==> src/sv/cll_pkg.sv <==
`timescale 1ns / 1ps
// Shared types and constants for the cursor linked-list engine.
// No dependencies; every other file imports this package.
package cll_pkg;

  localparam int NODES_DEF = 256;

  typedef enum logic [1:0] {
    OP_MAKE   = 2'd0,
    OP_INSERT = 2'd1,
    OP_DELETE = 2'd2,
    OP_FIND   = 2'd3
  } op_t;

  localparam logic [1:0] ST_OK   = 2'd0;
  localparam logic [1:0] ST_FULL = 2'd1;
  localparam logic [1:0] ST_MISS = 2'd2;

  typedef enum logic [3:0] {
    S_INIT,
    S_IDLE,
    S_DECODE,
    S_ALLOC1,
    S_ALLOC2,
    S_MKWR,
    S_INS1,
    S_INS2,
    S_WCHK,
    S_WCMP,
    S_DF1,
    S_DF2,
    S_RESP
  } state_t;

  // link store read address source
  typedef enum logic [1:0] {
    RD_ZERO,
    RD_LKQ,
    RD_AFTER,
    RD_HEAD
  } rd_sel_t;

  // link store write address source
  typedef enum logic [2:0] {
    WA_ZERO,
    WA_T,
    WA_AFTER,
    WA_PREV,
    WA_INI
  } wa_sel_t;

  // link store write data source
  typedef enum logic [1:0] {
    WD_LKQ,
    WD_ZERO,
    WD_T,
    WD_INI
  } wd_sel_t;

  typedef struct packed {
    logic       latch;
    logic       init_wr;
    logic       lk_rd;
    rd_sel_t    rd_sel;
    logic       lk_wr;
    wa_sel_t    wa_sel;
    wd_sel_t    wd_sel;
    logic       val_wr;
    logic       val_rd;
    logic       t_ld;
    logic       prev_head;
    logic       prev_t;
    logic       cnt_clr;
    logic       cnt_inc;
    logic       res_ld;
    logic       res_t;
    logic [1:0] res_status;
    logic       out_load;
  } cmd_t;

  typedef struct packed {
    op_t  op;
    logic after_ok;
    logic head_ok;
    logic lkq_zero;
    logic val_eq;
    logic cnt_full;
    logic init_last;
    logic out_free;
  } sts_t;

endpackage

==> src/sv/cll_ctrl.sv <==
`timescale 1ns / 1ps
// Sequencer for the linked-list engine: steps each operation through the
// datapath by command words. Depends on cll_pkg.
module cll_ctrl import cll_pkg::*; (
  input  logic clk,
  input  logic rst_n,
  input  logic in_valid,
  output logic in_ready,
  input  sts_t sts,
  output cmd_t cmd
);

  state_t state_r, state_nxt;

  always_ff @(posedge clk) begin
    if (!rst_n) begin
      state_r <= S_INIT;
    end else begin
      state_r <= state_nxt;
    end
  end

  assign in_ready = (state_r == S_IDLE);

  always_comb begin
    state_nxt = state_r;
    unique case (state_r)
      S_INIT:   if (sts.init_last) state_nxt = S_IDLE;
      S_IDLE:   if (in_valid) state_nxt = S_DECODE;
      S_DECODE: begin
        unique case (sts.op)
          OP_MAKE:   state_nxt = S_ALLOC1;
          OP_INSERT: state_nxt = sts.after_ok ? S_ALLOC1 : S_RESP;
          default:   state_nxt = sts.head_ok ? S_WCHK : S_RESP;
        endcase
      end
      S_ALLOC1: state_nxt = sts.lkq_zero ? S_RESP : S_ALLOC2;
      S_ALLOC2: state_nxt = (sts.op == OP_MAKE) ? S_MKWR : S_INS1;
      S_MKWR:   state_nxt = S_RESP;
      S_INS1:   state_nxt = S_INS2;
      S_INS2:   state_nxt = S_RESP;
      S_WCHK:   state_nxt = (sts.lkq_zero || sts.cnt_full) ? S_RESP : S_WCMP;
      S_WCMP: begin
        if (!sts.val_eq) begin
          state_nxt = S_WCHK;
        end else if (sts.op == OP_DELETE) begin
          state_nxt = S_DF1;
        end else begin
          state_nxt = S_RESP;
        end
      end
      S_DF1:    state_nxt = S_DF2;
      S_DF2:    state_nxt = S_RESP;
      S_RESP:   if (sts.out_free) state_nxt = S_IDLE;
      default:  state_nxt = S_INIT;
    endcase
  end

  always_comb begin
    cmd = '0;
    unique case (state_r)
      S_INIT: begin
        cmd.init_wr = 1'b1;
        cmd.lk_wr   = 1'b1;
        cmd.wa_sel  = WA_INI;
        cmd.wd_sel  = WD_INI;
      end
      S_IDLE: cmd.latch = in_valid;
      S_DECODE: begin
        unique case (sts.op)
          OP_MAKE: begin
            cmd.lk_rd  = 1'b1;
            cmd.rd_sel = RD_ZERO;
          end
          OP_INSERT: begin
            if (sts.after_ok) begin
              cmd.lk_rd  = 1'b1;
              cmd.rd_sel = RD_ZERO;
            end else begin
              cmd.res_ld     = 1'b1;
              cmd.res_status = ST_MISS;
            end
          end
          default: begin
            if (sts.head_ok) begin
              cmd.lk_rd     = 1'b1;
              cmd.rd_sel    = RD_HEAD;
              cmd.prev_head = 1'b1;
              cmd.cnt_clr   = 1'b1;
            end else begin
              cmd.res_ld     = 1'b1;
              cmd.res_status = ST_MISS;
            end
          end
        endcase
      end
      S_ALLOC1: begin
        cmd.t_ld = 1'b1;
        if (sts.lkq_zero) begin
          cmd.res_ld     = 1'b1;
          cmd.res_status = ST_FULL;
        end else begin
          cmd.lk_rd  = 1'b1;
          cmd.rd_sel = RD_LKQ;
        end
      end
      S_ALLOC2: begin
        // unhook the new node from the free list
        cmd.lk_wr  = 1'b1;
        cmd.wa_sel = WA_ZERO;
        cmd.wd_sel = WD_LKQ;
        if (sts.op != OP_MAKE) begin
          cmd.val_wr = 1'b1;
          cmd.lk_rd  = 1'b1;
          cmd.rd_sel = RD_AFTER;
        end
      end
      S_MKWR: begin
        cmd.lk_wr      = 1'b1;
        cmd.wa_sel     = WA_T;
        cmd.wd_sel     = WD_ZERO;
        cmd.res_ld     = 1'b1;
        cmd.res_t      = 1'b1;
        cmd.res_status = ST_OK;
      end
      S_INS1: begin
        cmd.lk_wr  = 1'b1;
        cmd.wa_sel = WA_T;
        cmd.wd_sel = WD_LKQ;
      end
      S_INS2: begin
        cmd.lk_wr      = 1'b1;
        cmd.wa_sel     = WA_AFTER;
        cmd.wd_sel     = WD_T;
        cmd.res_ld     = 1'b1;
        cmd.res_t      = 1'b1;
        cmd.res_status = ST_OK;
      end
      S_WCHK: begin
        if (sts.lkq_zero || sts.cnt_full) begin
          cmd.res_ld     = 1'b1;
          cmd.res_status = ST_MISS;
        end else begin
          cmd.t_ld    = 1'b1;
          cmd.lk_rd   = 1'b1;
          cmd.rd_sel  = RD_LKQ;
          cmd.val_rd  = 1'b1;
          cmd.cnt_inc = 1'b1;
        end
      end
      S_WCMP: begin
        if (!sts.val_eq) begin
          cmd.prev_t = 1'b1;
        end else if (sts.op == OP_DELETE) begin
          // bypass the matched node, fetch the free head for the return
          cmd.lk_wr  = 1'b1;
          cmd.wa_sel = WA_PREV;
          cmd.wd_sel = WD_LKQ;
          cmd.lk_rd  = 1'b1;
          cmd.rd_sel = RD_ZERO;
        end else begin
          cmd.res_ld     = 1'b1;
          cmd.res_t      = 1'b1;
          cmd.res_status = ST_OK;
        end
      end
      S_DF1: begin
        cmd.lk_wr  = 1'b1;
        cmd.wa_sel = WA_T;
        cmd.wd_sel = WD_LKQ;
      end
      S_DF2: begin
        cmd.lk_wr      = 1'b1;
        cmd.wa_sel     = WA_ZERO;
        cmd.wd_sel     = WD_T;
        cmd.res_ld     = 1'b1;
        cmd.res_t      = 1'b1;
        cmd.res_status = ST_OK;
      end
      S_RESP: cmd.out_load = sts.out_free;
      default: cmd = '0;
    endcase
  end

endmodule

==> config.mk <==
export PLATFORM = sky130hd
export DESIGN_NAME = cll_ctrl
export DESIGN_NICKNAME = d
export VERILOG_FILES = /design/src/sv/cll_pkg.sv /design/src/sv/cll_ctrl.sv
export SDC_FILE = /design/constraint.sdc
export NUM_CORES = 1
export LEC_CHECK = 0
export BUFFER_PORTS_ARGS = -buffer_cell sky130_fd_sc_hd__buf_2
export CORE_MARGIN = 5
export CORE_UTILIZATION = 39
export CTS_CLUSTER_DIAMETER = 60
export DETAILED_ROUTE_END_ITERATION = 8
export GPL_TIMING_DRIVEN = 0
export PLACE_DENSITY_LB_ADDON = 0.1
export SYNTH_ARGS = -nofsm -noshare
export SYNTH_HDL_FRONTEND = slang
export SYNTH_SLANG_ARGS = --single-unit
==> constraint.sdc <==
create_clock -name clk -period 1.7 [get_ports clk]
set_clock_uncertainty 0.15 [all_clocks]
set_input_delay 0.255 -clock clk [delete_from_list [all_inputs] [get_ports clk]]
set_output_delay 0.255 -clock clk [all_outputs]
set_load 0.02 [all_outputs]
==> run_results.csv, run 1 <==
group,metric,value,unit
drt,antenna_left,0,
cts,numCtsBuffers,3,
logic_synthesis,synth-xor-area-share,0.0132,
drt,drt_iter0_drc,28,
floorplan,start_util,0.425,
floorplan,rows,14,
setup_path,worstPathArrival,1680,ps
drt,drcViolationCount,0,
cts,clkTransAtPathRegs,40,ps
place,pre_cts_slack,-248,ps
place,placed_cell_area,926,sq um
cells_and_area,fin_nets,173,
timing,period_needed,2080,ps
floorplan,die_h,51.2,um
global_routing,overflow,0,
setup_path,path_class,"flop to output port",
logic_synthesis,syn_nets,109,
cells_and_area,regMostFlops,"state_r",
timing,layout_setup_ws,-384,ps
global_routing,grtUsageTotal,0.219,
setup_path,required,1290,ps
cells_and_area,fin_cells,175,
drt,vias,1016,
cts,htreeDepth,1,
power_and_ir_drop,max-vdd-ir-drop,1.80,mV
power_and_ir_drop,seq_power_share,0.081,
power_and_ir_drop,swShare,0.483,
logic_synthesis,yosys.area_share.simple,0.498,
timing,worstMarginPinSlew,448,ps
cells_and_area,largest_reg_flops,4,
hold_path,min_from,"rst_n",
cells_and_area,top_regs,"state_r (4)",
setup_path,regToRegStartpoint,"state_r[1]",
cells_and_area,fin_area,1460,sq um
logic_synthesis,syn_inst,97,
global_routing,grt_max_degree,11,
logic_synthesis,yosys-top-cells-area,"dfxtp_1 (12%), nand2b_1 (7.5%), nor2_1 (6.8%), nor2b_1 (6.6%), nor3_1 (4.5%)",
timing,relSlewSlack,0.701,
logic_synthesis,synthMuxAreaShare,0.0321,
setup_path,cp-startpoint,"state_r[2]",
place,gp_congestion,0.912,
power_and_ir_drop,pwr-share-clk,0.048,
logic_synthesis,synth_area,663,sq um
power_and_ir_drop,pwr_density_cell,1750,nW/um^2
logic_synthesis,synth_compound_area_frac,0.243,
floorplan,die_area,2630,sq um
drt,drt_pre_antenna_iters,4,
floorplan,fp.dieW,51.2,um
timing,hold_violations,0,
power_and_ir_drop,intPower,1.32,mW
global_routing,grt_pass1_wl,4330,um
hold_path,holdPathStages,3,
logic_synthesis,synth_top_area_share,0.121,
cts,clockBufferDepth,2,
cts,cts_root_buffer,"clkbuf_4",
floorplan,ios,36,
hold_path,min_path_type,"input pin to flop",
cts,clock_latency,240,ps
cells_and_area,drive_gt1_frac,0.711,
power_and_ir_drop,combinationalPowerShare,0.871,
power_and_ir_drop,power.leakage,0.689,nW
logic_synthesis,yosysSeqAreaShare,0.121,
logic_synthesis,synth.largest_area_cell,"dfxtp_1",
power_and_ir_drop,switchingPower,1.23,mW
logic_synthesis,synthAdderAreaFrac,0,
setup_path,ff2ff_path_depth,7,
cts,cts_hold_buffers,0,
setup_path,cp-end-kind,"output port",
hold_path,hold_end,"state_r[0]",
status,outcome,"complete, but fails checks",
logic_synthesis,syn_avg_cell_area,6.84,sq um
timing,rsz0062_at_grt,"yes",
timing,slew_viol_final,0,
place,place_inst,148,
global_routing,antenna_found_initial,0,
cts,clock_sinks,4,
setup_path,r2r_slack,0,ps
drt,via_per_inst,5.81,
cells_and_area,antenna_cells,0,
setup_path,worstPathMaxFanout,8,
timing,fmax,0.480,GHz
timing,finalSetupViolCount,21,
place,hpwlAfterDp,1700,um
drt,wl_per_cell,19.6,um
logic_synthesis,synth_top_family_by_area,"simple AND/OR/NAND/NOR gates",
timing,post-route-period-util,1.23,
flow_run,max_cap_viol_count,0,
cells_and_area,syn2layout_area_growth,120,%
setup_path,crit_path_start_kind,"flop",
logic_synthesis,synth_seq_cells,4,
setup_path,r2r_end,"state_r[0]",
global_routing,grt_pass1_vias,939,
logic_synthesis,yosysWarnings,0,
place,portBuffers,35,
logic_synthesis,ys_types,41,
drt,wirelength,3430,um
status,violations,"negative setup slack",
floorplan,core,1560,sq um
cts,cts_tree,"done",
critical path, cell delays in order (launching register included):
cell	delay, ps
dfxtp_4	390
nand2b_4	170
nor3_4	50
and3_4	160
or3_4	360
nand2b_4	150
buf_6	140
how the worst max path moves through the flow:
stage                   end  slack [ps]  cells past startpoint
CTS                 cmd[20]        -340                      6
detailed placement  cmd[20]        -250                      7
global route         cmd[4]        -430                      7
global placement    cmd[20]        -240                      7
floorplan           cmd[20]         -70                      6
finish              cmd[20]        -380                      6
logic make-up (layout without fill, tap and decap cells):
group,Yosys count,after routing
buf+inv,10,72
flops,4,4
simple gates,57,57
compound gates,23,23
xor+xnor,1,1
mux,2,2
power groups by stage:
stage	clock (mW)	combinational [mW]	sequential [mW]
floorplan	0	1.02	0.173
global placement	0	1.34	0.183
detailed placement	0	1.35	0.185
CTS	0.121	1.71	0.186
global route	0.136	2.36	0.211
finish	0.123	2.23	0.206
cells in the final DEF, fill, tap and decap left out, types with 2 or more instances in the layout:
cell type	count
buf_6	24
nor2b_2	2
dfxtp_2	2
or2_4	3
buf_2	14
dfxtp_4	2
clkbuf_4	4
o21ai_0	2
buf_4	27
o22ai_2	2
nor3_1	3
nand2b_4	6
nand2b_1	4
nor2_4	3
nor2b_4	2
nor2_2	2
o21ai_1	3
nand3_1	2
a21oi_1	2
nor2_1	7
nor2b_1	3
nand2_1	6
nor3_4	4
stage by stage:
step                 util  hold WS [ps]  setup TNS (ps)  power (mW)
floorplan               -           220            -148        1.19
global placement    0.594           380            -553        1.52
detailed placement  0.594           378            -675        1.54
CTS                 0.790           136           -3000        2.02
global route        0.934           151           -5510        2.71
finish              0.934           147           -4170        2.55
cell usage after synthesis, drive strengths merged:
cell and instances:
a2bb2oi 1, mux2i 1, o31a 1, nor4 1
a21o 1, and3 1, o2bb2ai 1, or3 2
o21ai 5, or2 3, mux2 1, nand2 8
o21a 1, inv 1, o31ai 2, and2b 1
nor2b 7, o211a 1, o221a 1, buf 8
nand2b 10, and2 1, nor2 12, a311oi 1
a21oi 3, o211ai 1, nor3 8, clkbuf 1
o22ai 2, a211oi 2, xor2 1, dfxtp 4
nand3 3
area by class of cell:
cell class	count	area (sq um)
Buffer	8	91.3
Clock buffer	3	22.5
Fill cell	48	103
Inverter	1	3.75
Multi-Input combinational cell	83	734
Sequential cell	4	90.1
Tap cell	16	20.0
Timing Repair Buffer	60	494
what timing repair did:
| action | 4_1_cts | 5_1_grt |
|---|---|---|
| gates resized for setup | 54 | 41 |
| gates cloned | 1 | 0 |
| endpoints found under the setup margin | 23 | 23 |
| buffers inserted | 13 | 13 |
| endpoints found under the hold margin | 0 | 0 |
| pin swaps | 7 | 7 |
metal layers:
metal | GRT usage | wire length (um) | vias to the layer above
met2 | 0.376 | 1790 | 62
met5 | 0 | 0 | -
met3 | 0.0203 | 225 | 13
li1 | - | - | 471
met1 | 0.273 | 1300 | 470
met4 | 0.114 | 106 | 0
Note: power is estimated with default switching activity, not from simulation.
==> inputs of run 2 (changes only) <==
Settings changed: GPL_TIMING_DRIVEN 0 to unset.
==> run_results.csv, run 2 <==
group,metric,value,unit
logic_synthesis,syn_inst,97,
status,outcome,"stopped before the end",
logic_synthesis,yosysWarnings,0,
cts,clock_sinks,4,
cts,cts_root_buffer,"clkbuf_4",
floorplan,fp.dieW,51.2,um
logic_synthesis,syn_avg_cell_area,6.84,sq um
cts,clockBufferDepth,2,
place,portBuffers,35,
logic_synthesis,yosysSeqAreaShare,0.121,
logic_synthesis,synth_top_area_share,0.121,
status,haltStage,"global routing",
place,pre_cts_slack,-165,ps
logic_synthesis,synth_edf_count,0,
logic_synthesis,yosys-top-cells-area,"dfxtp_1 (12%), nand2b_1 (7.5%), nor2_1 (6.8%), nor2b_1 (6.6%), nor3_1 (4.5%)",
logic_synthesis,synth_area,663,sq um
floorplan,ios,36,
floorplan,rows,14,
cts,htreeDepth,1,
floorplan,die_h,51.2,um
cts,cts_hold_buffers,0,
place,gp_congestion,0.966,
logic_synthesis,synth_seq_cells,4,
logic_synthesis,async_reset_ff_frac,0,
timing,crit_endpoint,"cmd[20]",
logic_synthesis,synth_common_cells,"nor2_1 (12), nand2_1 (8), nand2b_1 (8)",
logic_synthesis,synth_ff_type,"dfxtp_1",
place,hpwlAfterDp,2050,um
floorplan,start_util,0.425,
logic_synthesis,yosysMostFrequentCell,"nor2_1",
logic_synthesis,syn_nets,109,
global_routing,grt_max_degree,12,
cts,numCtsBuffers,3,
logic_synthesis,ys_types,41,
timing,worst-ep-kind,"output port",
logic_synthesis,synth.largest_area_cell,"dfxtp_1",
status,tool.error,"[ERROR DPL-0038] Utilization greater than 100%, impossible to legalize",
run 2: cell counts after synthesis:
No cell type changed its count.
run 2: logic make-up after synthesis:
group	share of synthesized area
simple gates	0.498
flops	0.121
mux	0.0321
compound gates	0.243
xor+xnor	0.0132
buf+inv	0.0924
run 2: per-stage QoR:
step                TNS [ps]  instance area, sq um  cells  hold WS (ps)
global placement        -313                  1090    169           380
floorplan               -148                   731     97           220
CTS                    -3080                  1380    177           127
detailed placement      -428                  1090    169           369
run 2: repair_timing:
item / 4_1_cts
endpoints found under the setup margin: 25
gates resized for setup: 65
buffers inserted: 6
pin swaps: 11
==> inputs of run 3 (changes only) <==
Settings changed: CORE_AREA set to 5 5 66 68, CORE_MARGIN 5 to unset, CORE_UTILIZATION 39 to unset, CTS_CLUSTER_DIAMETER 60 to unset, DIE_AREA set to 0 0 71 73, PLACE_DENSITY_LB_ADDON 0.1 to 0.15.
Clock period 1.7 ns to 2.2 ns, I/O delays scaled along.
==> run_results.csv, run 3 (synthesis results as in run 1) <==
group,metric,value,unit
power_and_ir_drop,pwr_density_cell,1350,nW/um^2
place,portBuffers,35,
cts,clkTransAtPathRegs,30,ps
drt,drcViolationCount,0,
floorplan,rows,23,
cts,clockBufferDepth,2,
timing,setup_tns,0,ps
cts,numCtsBuffers,3,
timing,period_needed,2120,ps
cells_and_area,syn2layout_area_growth,50.6,%
setup_path,cp-end-kind,"output port",
timing,fmax,0.471,GHz
place,gp_congestion,0.766,
cells_and_area,largest_reg_flops,4,
setup_path,worstPathMaxFanout,4,
cts,htreeDepth,1,
setup_path,path_class,"flop to output port",
cells_and_area,antenna_cells,0,
cells_and_area,drive_gt1_frac,0.485,
timing,relSlewSlack,0.804,
drt,via_per_inst,4.37,
cells_and_area,layout.cells.most_common_list,"buf_2 (35), nor2_1 (12), nand2b_1 (8), buf_4 (8), nor2b_1 (7)",
drt,wl_per_cell,12.9,um
global_routing,grtUsageTotal,0.0945,
floorplan,fp.dieW,71,um
flow_run,max_cap_viol_count,0,
cts,cts_tree,"done",
drt,drt_iter0_drc,27,
timing,hold_violations,0,
cells_and_area,top_regs,"state_r (4)",
timing,finalSetupViolCount,0,
floorplan,core,3800,sq um
global_routing,grt_pass1_wl,3930,um
global_routing,antenna_found_initial,0,
status,outcome,"finished clean",
drt,drt_pre_antenna_iters,4,
global_routing,grt_pass1_vias,851,
timing,worstMarginPinSlew,292,ps
cts,clock_sinks,4,
drt,wirelength,2390,um
setup_path,crit_path_start_kind,"flop",
global_routing,overflow,0,
power_and_ir_drop,max-vdd-ir-drop,0.389,mV
drt,antenna_left,0,
cells_and_area,final_common_cell,"buf_2",
setup_path,worstPathArrival,1640,ps
place,hpwlAfterDp,1960,um
cts,cts_hold_buffers,0,
cells_and_area,regMostFlops,"state_r",
cts,cts_root_buffer,"clkbuf_8",
floorplan,start_util,0.175,
drt,vias,812,
cells_and_area,finish.utilization,0.263,
timing,post-route-period-util,0.965,
global_routing,grt_max_degree,16,
floorplan,die_area,5180,sq um
setup_path,required,1720,ps
hold_path,min_path_type,"input pin to flop",
power_and_ir_drop,power.leakage,0.493,nW
floorplan,die_h,73,um
floorplan,ios,36,
timing,rsz0062_at_grt,"no",
cts,clock_latency,220,ps
timing,slew_viol_final,0,
cells_and_area,fin_nets,150,
[run 3: final timing paths]
check	depth (start not counted)	start	slack, ps	end
max	6	state_r[2]	80	cmd[20]
min	2	rst_n	250	state_r[2]
max reg2reg	6	state_r[2]	500	state_r[0]
min reg2reg	3	state_r[3]	540	state_r[0]
[run 3: power breakdown]
group | switching (mW) | internal (mW)
clock | 0.0374 | 0.117
combinational | 0.600 | 0.429
sequential | 0.0564 | 0.106
total | 0.694 | 0.651
[run 3: final cells by class]
class | count | area (sq um)
clock buffers | 3 | 41.3
fillers | 439 | 2800
inverters | 1 | 3.75
multi-input cells | 83 | 549
flip-flops and latches | 4 | 83.8
well taps | 50 | 62.6
repair buffers | 45 | 258
[run 3: timing repair]
action | in CTS | in global routing
setup buffers | 0 | 2
gates resized for setup | 2 | 10
setup endpoints to repair | 1 | 4
gates cloned | 0 | 0
[run 3: through the flow]
| step | area [sq um] | total power [mW] | hold WS [ps] | setup WS [ps] | std cells |
|---|---|---|---|---|---|
| after floorplan | 663 | 0.838 | 295 | 226 | 97 |
| after global placement | 903 | 1.15 | 489 | 158 | 181 |
| after detailed placement | 903 | 1.13 | 468 | 161 | 181 |
| after CTS | 952 | 1.29 | 248 | 3.00 | 184 |
| after global routing | 998 | 1.46 | 252 | 5.12 | 186 |
| final | 998 | 1.35 | 253 | 76.2 | 186 |
[run 3: worst max-delay path: stages, from the launching register on]
cell	delay (ps)
dfxtp_1	350
nand2b_4	170
nor3_2	60
and3_4	200
or3_4	360
nand2b_4	140
buf_2	150
[run 3: per-layer routing]
layer	track usage	part of all wire	vias up	routed length (um)
met4	0.0376	0.015	0	36
met3	0.0331	0.055	6	132
met1	0.112	0.44	361	1050
met2	0.156	0.49	25	1170
li1	-	-	420	-
met5	0	0	-	0
